==> config.mk <==
export PLATFORM = sky130hd
export DESIGN_NAME = lcg_xor_text_decoder_flat
export DESIGN_NICKNAME = d
export VERILOG_FILES = /design/src/sv/lxtd_pkg.sv /design/src/sv/lxtd_if.sv /design/src/sv/lcg_xor_text_decoder.sv /design/src/flat_wrapper.sv
export SDC_FILE = /design/constraint.sdc
export NUM_CORES = 1
export LEC_CHECK = 0
export ABC_AREA = 0
export BUFFER_PORTS_ARGS = -buffer_cell sky130_fd_sc_hd__buf_2
export CAP_MARGIN = 25
export CORE_ASPECT_RATIO = 2
export CORE_MARGIN = 1
export CORE_UTILIZATION = 35
export DETAILED_ROUTE_END_ITERATION = 16
export GPL_TIMING_DRIVEN = 0
export PLACE_DENSITY = 0.61
export SLEW_MARGIN = 20
export SYNTH_ARGS = -nofsm -noshare
export SYNTH_HDL_FRONTEND = slang
export SYNTH_SLANG_ARGS = --single-unit
export TNS_END_PERCENT = 5
==> constraint.sdc <==
create_clock -name clk -period 7 [get_ports clk]
set_input_delay 1.4 -clock clk [delete_from_list [all_inputs] [get_ports clk]]
set_output_delay 1.4 -clock clk [all_outputs]
set_load 0.005 [all_outputs]
==> src/sv/lxtd_pkg.sv <==
package lxtd_pkg;

  localparam int unsigned WORD_W    = 32;
  localparam int unsigned PROD_W    = 2 * WORD_W;
  localparam int unsigned CHAR_W    = 8;
  localparam int unsigned IDX_W     = 2;
  localparam int unsigned MUL_STEPS = WORD_W;
  localparam int unsigned DIV_STEPS = PROD_W;
  localparam int unsigned CNT_W     = $clog2(DIV_STEPS);

  localparam logic [WORD_W-1:0] MULT_RST = 32'd16811;
  localparam logic [WORD_W-1:0] INC_RST  = 32'd7;
  localparam logic [WORD_W-1:0] MOD_RST  = 32'd2147483647;

  localparam logic [CHAR_W-1:0] CHAR_ZERO  = 8'h30;
  localparam logic [CHAR_W-1:0] CHAR_UPPER = 8'h41;
  localparam logic [CHAR_W-1:0] CHAR_LOWER = 8'h61;

  typedef enum logic [IDX_W-1:0] {
    REG_MULT = 2'd0,
    REG_INC  = 2'd1,
    REG_MOD  = 2'd2
  } reg_idx_t;

  typedef enum logic [1:0] {
    ST_IDLE,
    ST_MUL,
    ST_DIV,
    ST_FIN
  } st_t;

  function automatic logic is_space(input logic [CHAR_W-1:0] c);
    return (c >= 8'h09 && c <= 8'h0D) || c == 8'h20;
  endfunction

  function automatic logic is_letter(input logic [CHAR_W-1:0] c);
    return (c >= 8'h41 && c <= 8'h5A) || (c >= 8'h61 && c <= 8'h7A);
  endfunction

  function automatic logic [CHAR_W-1:0] times_ten(input logic [CHAR_W-1:0] v);
    return (v << 3) + (v << 1);
  endfunction

endpackage

==> src/sv/lxtd_if.sv <==
interface lxtd_text_if import lxtd_pkg::*; ();
  logic              valid;
  logic              ready;
  logic [CHAR_W-1:0] text_char;
  logic              message_start;
  logic              message_end;

  modport source(output valid, text_char, message_start, message_end, input ready);
  modport sink(input valid, text_char, message_start, message_end, output ready);
endinterface

interface lxtd_plain_if import lxtd_pkg::*; ();
  logic              valid;
  logic              ready;
  logic [CHAR_W-1:0] plain_byte;
  logic              corrupted;

  modport source(output valid, plain_byte, corrupted, input ready);
  modport sink(input valid, plain_byte, corrupted, output ready);
endinterface

interface lxtd_cfg_if import lxtd_pkg::*; ();
  logic              valid;
  logic              ready;
  logic [IDX_W-1:0]  index;
  logic [WORD_W-1:0] data;

  modport source(output valid, index, data, input ready);
  modport sink(input valid, index, data, output ready);
endinterface

==> src/sv/lcg_xor_text_decoder.sv <==
// A character that steps the generator is decoded through the bit-serial multiplier
// (ST_MUL), the restoring reduction (ST_DIV, skipped with a zero modulus) and ST_FIN,
// and its byte, if nonzero, is then presented on the output. Throughput: one character
// per cycle when no step is needed; a stepping character holds off input until ST_FIN
// is done, and the finish cycle holds while a result beat waits on the output.
// Reset (synchronous, rst high) loads the register defaults and clears message state.
module lcg_xor_text_decoder import lxtd_pkg::*; (
  input logic         clk,
  input logic         rst,
  lxtd_text_if.sink   text,
  lxtd_plain_if.source plain,
  lxtd_cfg_if.sink    cfg
);

  st_t state, state_next;
  logic [CNT_W-1:0] cnt;

  logic [WORD_W-1:0] mult, inc, modulus;

  logic [WORD_W-1:0] seed;
  logic              seed_taken;
  logic [CHAR_W-1:0] pend_low;
  logic              pend_valid;
  logic              term;

  logic [PROD_W-1:0] prod;
  logic [WORD_W-1:0] rem;
  logic [CHAR_W-1:0] byte_hold;
  logic              bad_hold;
  logic              end_hold;

  logic              out_valid;
  logic [CHAR_W-1:0] out_byte;
  logic              out_bad;

  logic in_acc, fin_fire, mul_last, div_last;

  // decode results at accept time
  logic [WORD_W-1:0] seed_a;
  logic              taken_a, pv_a, term_a, take, bad, launch;
  logic [CHAR_W-1:0] pl_a, dec_byte, high;

  logic [WORD_W:0]   mul_sum;
  logic [WORD_W:0]   div_shift;
  logic [WORD_W:0]   div_diff;
  logic [WORD_W-1:0] result;
  logic [CHAR_W-1:0] plain_val;

  assign in_acc   = text.valid && text.ready;
  assign fin_fire = (state == ST_FIN) && (!out_valid || plain.ready);
  assign mul_last = cnt == CNT_W'(MUL_STEPS - 1);
  assign div_last = cnt == CNT_W'(DIV_STEPS - 1);

  always_comb begin
    taken_a  = text.message_start ? 1'b0 : seed_taken;
    term_a   = text.message_start ? 1'b0 : term;
    pv_a     = text.message_start ? 1'b0 : pend_valid;
    pl_a     = text.message_start ? '0 : pend_low;
    seed_a   = text.message_start ? '0 : seed;
    take     = 1'b0;
    bad      = 1'b0;
    dec_byte = '0;
    high     = '0;
    launch   = 1'b0;
    if (!is_space(text.text_char)) begin
      if (pv_a) begin
        high     = pl_a[0] ? text.text_char - CHAR_UPPER : text.text_char - CHAR_LOWER;
        dec_byte = times_ten(high) + pl_a;
        take     = 1'b1;
        pv_a     = 1'b0;
        pl_a     = '0;
      end else if (is_letter(text.text_char)) begin
        dec_byte = text.text_char;
        take     = 1'b1;
      end else begin
        pl_a = text.text_char - CHAR_ZERO;
        pv_a = 1'b1;
      end
    end
    // lone digit at end of message: use the raw character
    if (text.message_end && pv_a && !take) begin
      dec_byte = pl_a + CHAR_ZERO;
      bad      = 1'b1;
      take     = 1'b1;
      pv_a     = 1'b0;
    end
    if (take) begin
      if (!taken_a) begin
        seed_a  = {{(WORD_W-CHAR_W){1'b0}}, dec_byte};
        taken_a = 1'b1;
      end else if (!term_a) begin
        launch = 1'b1;
      end
    end
    if (text.message_end) begin
      seed_a  = '0;
      taken_a = 1'b0;
      pv_a    = 1'b0;
      pl_a    = '0;
      term_a  = 1'b0;
    end
  end

  always_comb begin
    mul_sum   = {1'b0, prod[PROD_W-1:WORD_W]} + (prod[0] ? {1'b0, mult} : '0);
    div_shift = {rem, prod[PROD_W-1]};
    div_diff  = div_shift - {1'b0, modulus};
    result    = (modulus == '0) ? prod[WORD_W-1:0] : rem;
    plain_val = byte_hold ^ result[CHAR_W-1:0];
  end

  always_comb begin
    state_next = state;
    case (state)
      ST_IDLE: if (in_acc && launch) state_next = ST_MUL;
      ST_MUL:  if (mul_last) state_next = (modulus == '0) ? ST_FIN : ST_DIV;
      ST_DIV:  if (div_last) state_next = ST_FIN;
      ST_FIN:  if (fin_fire) state_next = ST_IDLE;
      default: state_next = ST_IDLE;
    endcase
  end

  always_comb begin
    text.ready       = state == ST_IDLE;
    cfg.ready        = 1'b1;
    plain.valid      = out_valid;
    plain.plain_byte = out_byte;
    plain.corrupted  = out_bad;
  end

  always_ff @(posedge clk) begin
    if (rst) begin
      state      <= ST_IDLE;
      cnt        <= '0;
      mult       <= MULT_RST;
      inc        <= INC_RST;
      modulus    <= MOD_RST;
      seed       <= '0;
      seed_taken <= 1'b0;
      pend_low   <= '0;
      pend_valid <= 1'b0;
      term       <= 1'b0;
      out_valid  <= 1'b0;
    end else begin
      state <= state_next;
      if (cfg.valid && cfg.ready) begin
        case (reg_idx_t'(cfg.index))
          REG_MULT: mult    <= cfg.data;
          REG_INC:  inc     <= cfg.data;
          REG_MOD:  modulus <= cfg.data;
          default:  ;
        endcase
      end
      if (in_acc) begin
        seed       <= seed_a;
        seed_taken <= taken_a;
        pend_low   <= pl_a;
        pend_valid <= pv_a;
        term       <= term_a;
      end
      if (state == ST_MUL || state == ST_DIV) begin
        cnt <= (mul_last && state == ST_MUL) || div_last ? '0 : cnt + 1'b1;
      end else begin
        cnt <= '0;
      end
      if (fin_fire && plain_val != '0) begin
        out_valid <= 1'b1;
      end else if (plain.ready) begin
        out_valid <= 1'b0;
      end
      if (fin_fire) begin
        // the message closed with this byte: drop the stepped seed
        if (!end_hold) begin
          seed <= result;
          if (plain_val == '0) term <= 1'b1;
        end
      end
    end
  end

  always_ff @(posedge clk) begin
    case (state)
      ST_IDLE: begin
        if (in_acc && launch) begin
          // preload the increment so the shift-add yields seed*mult + inc
          prod      <= {inc, seed};
          rem       <= '0;
          byte_hold <= dec_byte;
          bad_hold  <= bad;
          end_hold  <= text.message_end;
        end
      end
      ST_MUL: prod <= {mul_sum, prod[WORD_W-1:1]};
      ST_DIV: begin
        prod <= {prod[PROD_W-2:0], 1'b0};
        rem  <= div_diff[WORD_W] ? div_shift[WORD_W-1:0] : div_diff[WORD_W-1:0];
      end
      ST_FIN: begin
        if (fin_fire) begin
          out_byte <= plain_val;
          out_bad  <= bad_hold;
        end
      end
      default: ;
    endcase
  end

endmodule

==> src/flat_wrapper.sv <==
// flat-port wrapper written by rule: the top's interface ports become plain ports
module lcg_xor_text_decoder_flat import lxtd_pkg::*;
  (clk, rst, text_valid, text_text_char, text_message_start, text_message_end, text_ready, plain_valid, plain_plain_byte, plain_corrupted, plain_ready, cfg_valid, cfg_index, cfg_data, cfg_ready);
  lxtd_text_if text_i ();
  lxtd_plain_if plain_i ();
  lxtd_cfg_if cfg_i ();
  input logic clk;
  input logic rst;
  input wire logic [$bits(text_i.valid)-1:0] text_valid;
  input wire logic [$bits(text_i.text_char)-1:0] text_text_char;
  input wire logic [$bits(text_i.message_start)-1:0] text_message_start;
  input wire logic [$bits(text_i.message_end)-1:0] text_message_end;
  output wire logic [$bits(text_i.ready)-1:0] text_ready;
  output wire logic [$bits(plain_i.valid)-1:0] plain_valid;
  output wire logic [$bits(plain_i.plain_byte)-1:0] plain_plain_byte;
  output wire logic [$bits(plain_i.corrupted)-1:0] plain_corrupted;
  input wire logic [$bits(plain_i.ready)-1:0] plain_ready;
  input wire logic [$bits(cfg_i.valid)-1:0] cfg_valid;
  input wire logic [$bits(cfg_i.index)-1:0] cfg_index;
  input wire logic [$bits(cfg_i.data)-1:0] cfg_data;
  output wire logic [$bits(cfg_i.ready)-1:0] cfg_ready;
  assign text_i.valid = text_valid;
  assign text_i.text_char = text_text_char;
  assign text_i.message_start = text_message_start;
  assign text_i.message_end = text_message_end;
  assign text_ready = text_i.ready;
  assign plain_valid = plain_i.valid;
  assign plain_plain_byte = plain_i.plain_byte;
  assign plain_corrupted = plain_i.corrupted;
  assign plain_i.ready = plain_ready;
  assign cfg_i.valid = cfg_valid;
  assign cfg_i.index = cfg_index;
  assign cfg_i.data = cfg_data;
  assign cfg_ready = cfg_i.ready;
  lcg_xor_text_decoder u_core (.clk(clk), .rst(rst), .text(text_i), .plain(plain_i), .cfg(cfg_i));
endmodule
==> run_results.csv <==
group,metric,value,unit
layout,final_common_cell,"nand2_1",
worst_setup_path,cpPeakStageDelay,580,ps
die,start_util,0.355,
global_route,grt_pass1_vias,14092,
place,placed_cells,2453,
place,placed_area,17100,sq um
die,die_w,153,microns
hold_path,hp-class,"flop to flop",
route,dr.pass1.iters,4,
sta,rsz0062_at_grt,"false",
worst_setup_path,worst_path_dominant_cell_family,"compound AO/OA/AOI/OAI gates",
die,row_count,110,
synth,synth_top_cell_area_share,0.216,
route,vias,13588,
worst_setup_path,crit_cells,15,
layout,final_core_util,0.397,
route,drt_iter0_markers,629,
worst_setup_path,crit_chain,"clkbuf_1 -> and2_1 -> ha_1 -> fa_1 -> a21o_1 -> a21oi_1 -> o21ai_0 -> o2111ai_1 -> a311oi_1 -> buf_2 -> a31o_2 -> o41ai_1 -> o21ai_0 -> xor2_1 -> a221o_1",
synth,synth_largest_area_cell,"edfxtp_1",
global_route,track_usage,0.221,
synth,netlist_area,16000,sq um
layout,regArea,6420,sq um
synth,async_reset_ff_frac,0,
clock_network,post_cts_buffers,0,
clock_network,clk_pin_slew,70,ps
place,place_congestion,0.957,
sta,setup_violations,0,
synth,ys_seq_elements,263,
power_and_ir_drop,powerDensity,227,nW/um^2
synth,synth_flop_cell,"dfxtp_1",
layout,area_growth,12.0,%
clock_network,clkLatencyLatePin,570,ps
worst_setup_path,cpMostUsedCell,"o21ai_0",
sta,worst_pin_slew,1110,ps
worst_setup_path,end_kind,"flop",
route,drc,0,
layout,multi_input_area,8870,sq um
power_and_ir_drop,peakVddDrop,0.174,mV
layout,diodes,0,
layout,final_cell_mix,"nand2_1 (233), nor2_1 (218), a21oi_1 (169)",
worst_setup_path,crit_start,"u_core.prod[0]",
synth,synth-xor-area-share,0.0417,
synth,synth-simple-area-share,0.203,
power_and_ir_drop,p_leak,7.22,nW
die,coreArea,45000,sq um
route,routed_wl,52000,microns
clock_network,clock_sinks,263,
synth,synth_cell_types,79,
sta,min_period,4800,ps
worst_setup_path,reg2reg_slack,2200,ps
synth,synth_top_family_by_area,"simple AND/OR/NAND/NOR gates",
worst_setup_path,path_class,"flop to flop",
sta,post-route-period-util,0.685,
sta,finalMaxSlewViolations,0,
synth,syn-num-nets,1972,
synth,synth_fa_ha_area_frac,0.0766,
worst_setup_path,crit_fanout,10,
place,dp_hpwl,41900,microns
synth,synth-compound-area-share,0.191,
sta,skew,23.5,ps
route,routedWlPerCell,20.8,microns
global_route,antenna_found_initial,0,
layout,stdcell_area,17900,sq um
clock_network,cts_tree,"yes",
clock_network,htreeDepth,1,
worst_setup_path,reg2reg_depth,15,
status,outcome,"finished clean",
hold_path,min_from,"u_core.bad_hold",
run,maxCapViolCount,0,
worst_setup_path,slowest_stage,"edfxtp_1",
worst_setup_path,rr_startpoint,"u_core.prod[0]",
clock_network,cts_hold_buf,0,
sta,max_clock_freq,0.209,GHz
hold_path,hold_depth,0,
die,die_h,304,microns
die,die_area,46500,sq um
worst_setup_path,arrival,5100,ps
clock_network,ctsResizeCount,0,
layout,drive_gt1_frac,0.0670,
clock_network,cts-root-buf,"clkbuf_16",
clock_network,cts_buffer_depth,3,
place,portBuffers,57,
synth,synth.area.mux_share,0.0415,
sta,hold_violations,0,
die,io_pins,61,
sta,max_slew_margin,0.257,
global_route,grt_max_degree,25,
layout,num-fill-cells,4556,
synth,yosys_warnings,0,
synth,seq_area_frac_synth,0.402,
layout,fin_cells,2499,
global_route,overflow,0,
worst_setup_path,required,7310,ps
synth,synth_area_per_cell,8.72,sq um
synth,synth_cells,1830,
synth,synth_edf_count,115,
worst_setup_path,path_buf_inv,2,
route,via_per_inst,5.44,
synth,ys_top_cells_by_area,"edfxtp_1 (22%), dfxtp_1 (19%), ha_1 (6.9%), nand2_1 (5.5%), a21oi_1 (5.3%)",
clock_network,numCtsBuffers,25,
worst_setup_path,worst_setup_path_start_kind,"flop",
layout,final_nets,2062,
global_route,grt_pass1_wl,78500,microns
route,ant_nets,0,
==> report_power, final <==
part / leakage, nW / total, W / switching [W] / internal [W]
logic: 4.60 / 0.000964 / 0.000638 / 0.000326
registers: 2.23 / 0.00172 / 0.0000391 / 0.00168
clock network: 0.394 / 0.00138 / 0.000622 / 0.000753
==> cells by family (layout without fill, tap and decap cells) <==
family | Yosys count | count (layout)
and+or+nand+nor | 688 | 688
AOI/OAI and AO/OA | 461 | 461
DFF | 263 | 263
buffers and inverters | 180 | 289
adders and majority gates | 95 | 95
xor gates and xnor gates | 76 | 76
muxes | 66 | 66
other | 1 | 1
==> worst register-to-register path, stage by stage, from the launching register on <==
cell and delay [ps]:
edfxtp_1 580, clkbuf_1 300, and2_1 230, ha_1 210, fa_1 410, a21o_1 180, a21oi_1 280, o21ai_0 180
o2111ai_1 200, a311oi_1 190, buf_2 210, a31o_2 270, o41ai_1 430, o21ai_0 310, xor2_1 220, a221o_1 340
==> cell type report <==
cell class / instances / share of cell area
Buffer: 106 / 0.0236
Clock buffer: 40 / 0.0428
Clock inverter: 6 / 0.00203
Inverter: 74 / 0.0155
Multi-Input combinational cell: 1387 / 0.496
Sequential cell: 263 / 0.359
Tap cell: 560 / 0.0392
Timing Repair Buffer: 63 / 0.0220
==> metrics by stage <==
| step | power (W) | hold WS, ps | setup WS (ps) | setup TNS, ps |
|---|---|---|---|---|
| 6_report | 0.00406 | 442 | 2200 | 0 |
| 5_1_grt | 0.00420 | 450 | 2010 | 0 |
| 4_1_cts | 0.00408 | 443 | 2240 | 0 |
| 3_5_place_dp | 0.00271 | 424 | 1810 | 0 |
| 3_3_place_gp | 0.00269 | 401 | -3010 | -192140 |
| 2_1_floorplan | 0.00237 | 400 | 496 | 0 |
==> metal layers <==
metal | vias up | global-route usage | share of wire
li1 | 6718 | - | -
met1 | 6395 | 0.181 | 0.31
met2 | 308 | 0.461 | 0.57
met3 | 167 | 0.0165 | 0.027
met4 | 0 | 0.185 | 0.086
met5 | - | 0 | 0
==> path summary, 6_finish.rpt <==
| path | endpoint |
|---|---|
| setup / recovery | u_core.prod[59] |
| hold reg to reg | u_core.plain.corrupted |
| setup reg to reg | u_core.prod[59] |
| hold / removal | u_core.plain.corrupted |
==> synth_stat cells (5+ instances only) <==
| cell type | instances |
|---|---|
| mux2i_1 | 65 |
| xor2_1 | 23 |
| a221oi_1 | 23 |
| nand4_1 | 11 |
| o211a_1 | 6 |
| xnor2_1 | 53 |
| and3_1 | 19 |
| o21bai_1 | 10 |
| a31oi_1 | 25 |
| nand2b_1 | 22 |
| ha_1 | 88 |
| a21oi_1 | 169 |
| or2_2 | 5 |
| a21boi_0 | 5 |
| buf_2 | 6 |
| or3_1 | 6 |
| o31ai_1 | 7 |
| dfxtp_1 | 148 |
| a21o_1 | 39 |
| inv_1 | 74 |
| o211ai_1 | 13 |
| fa_1 | 5 |
| a22oi_1 | 44 |
| clkbuf_1 | 84 |
| o21a_1 | 10 |
| nor2_1 | 218 |
| nor4_1 | 17 |
| a221o_1 | 8 |
| o21ai_0 | 33 |
| a211oi_1 | 18 |
| nand3b_1 | 45 |
| nand2_1 | 233 |
| nor3_1 | 16 |
| o21ai_1 | 6 |
| nor2b_1 | 17 |
| buf_1 | 11 |
| a311oi_1 | 6 |
| edfxtp_1 | 115 |
| and2_1 | 42 |
| nand3_1 | 21 |
==> state kept, by name, indices dropped and copies added (netlist names), 2 cells and up <==
register                 cells
u_core.mult                 32
u_core.prod                 64
u_core.inc                  32
u_core.pend_low              8
u_core.state                 2
u_core.modulus              32
u_core.seed                 32
u_core.rem                  32
u_core.byte_hold             8
u_core.plain.plain_byte      8
u_core.cnt                   6
Note: power is estimated with default switching activity, not from simulation.
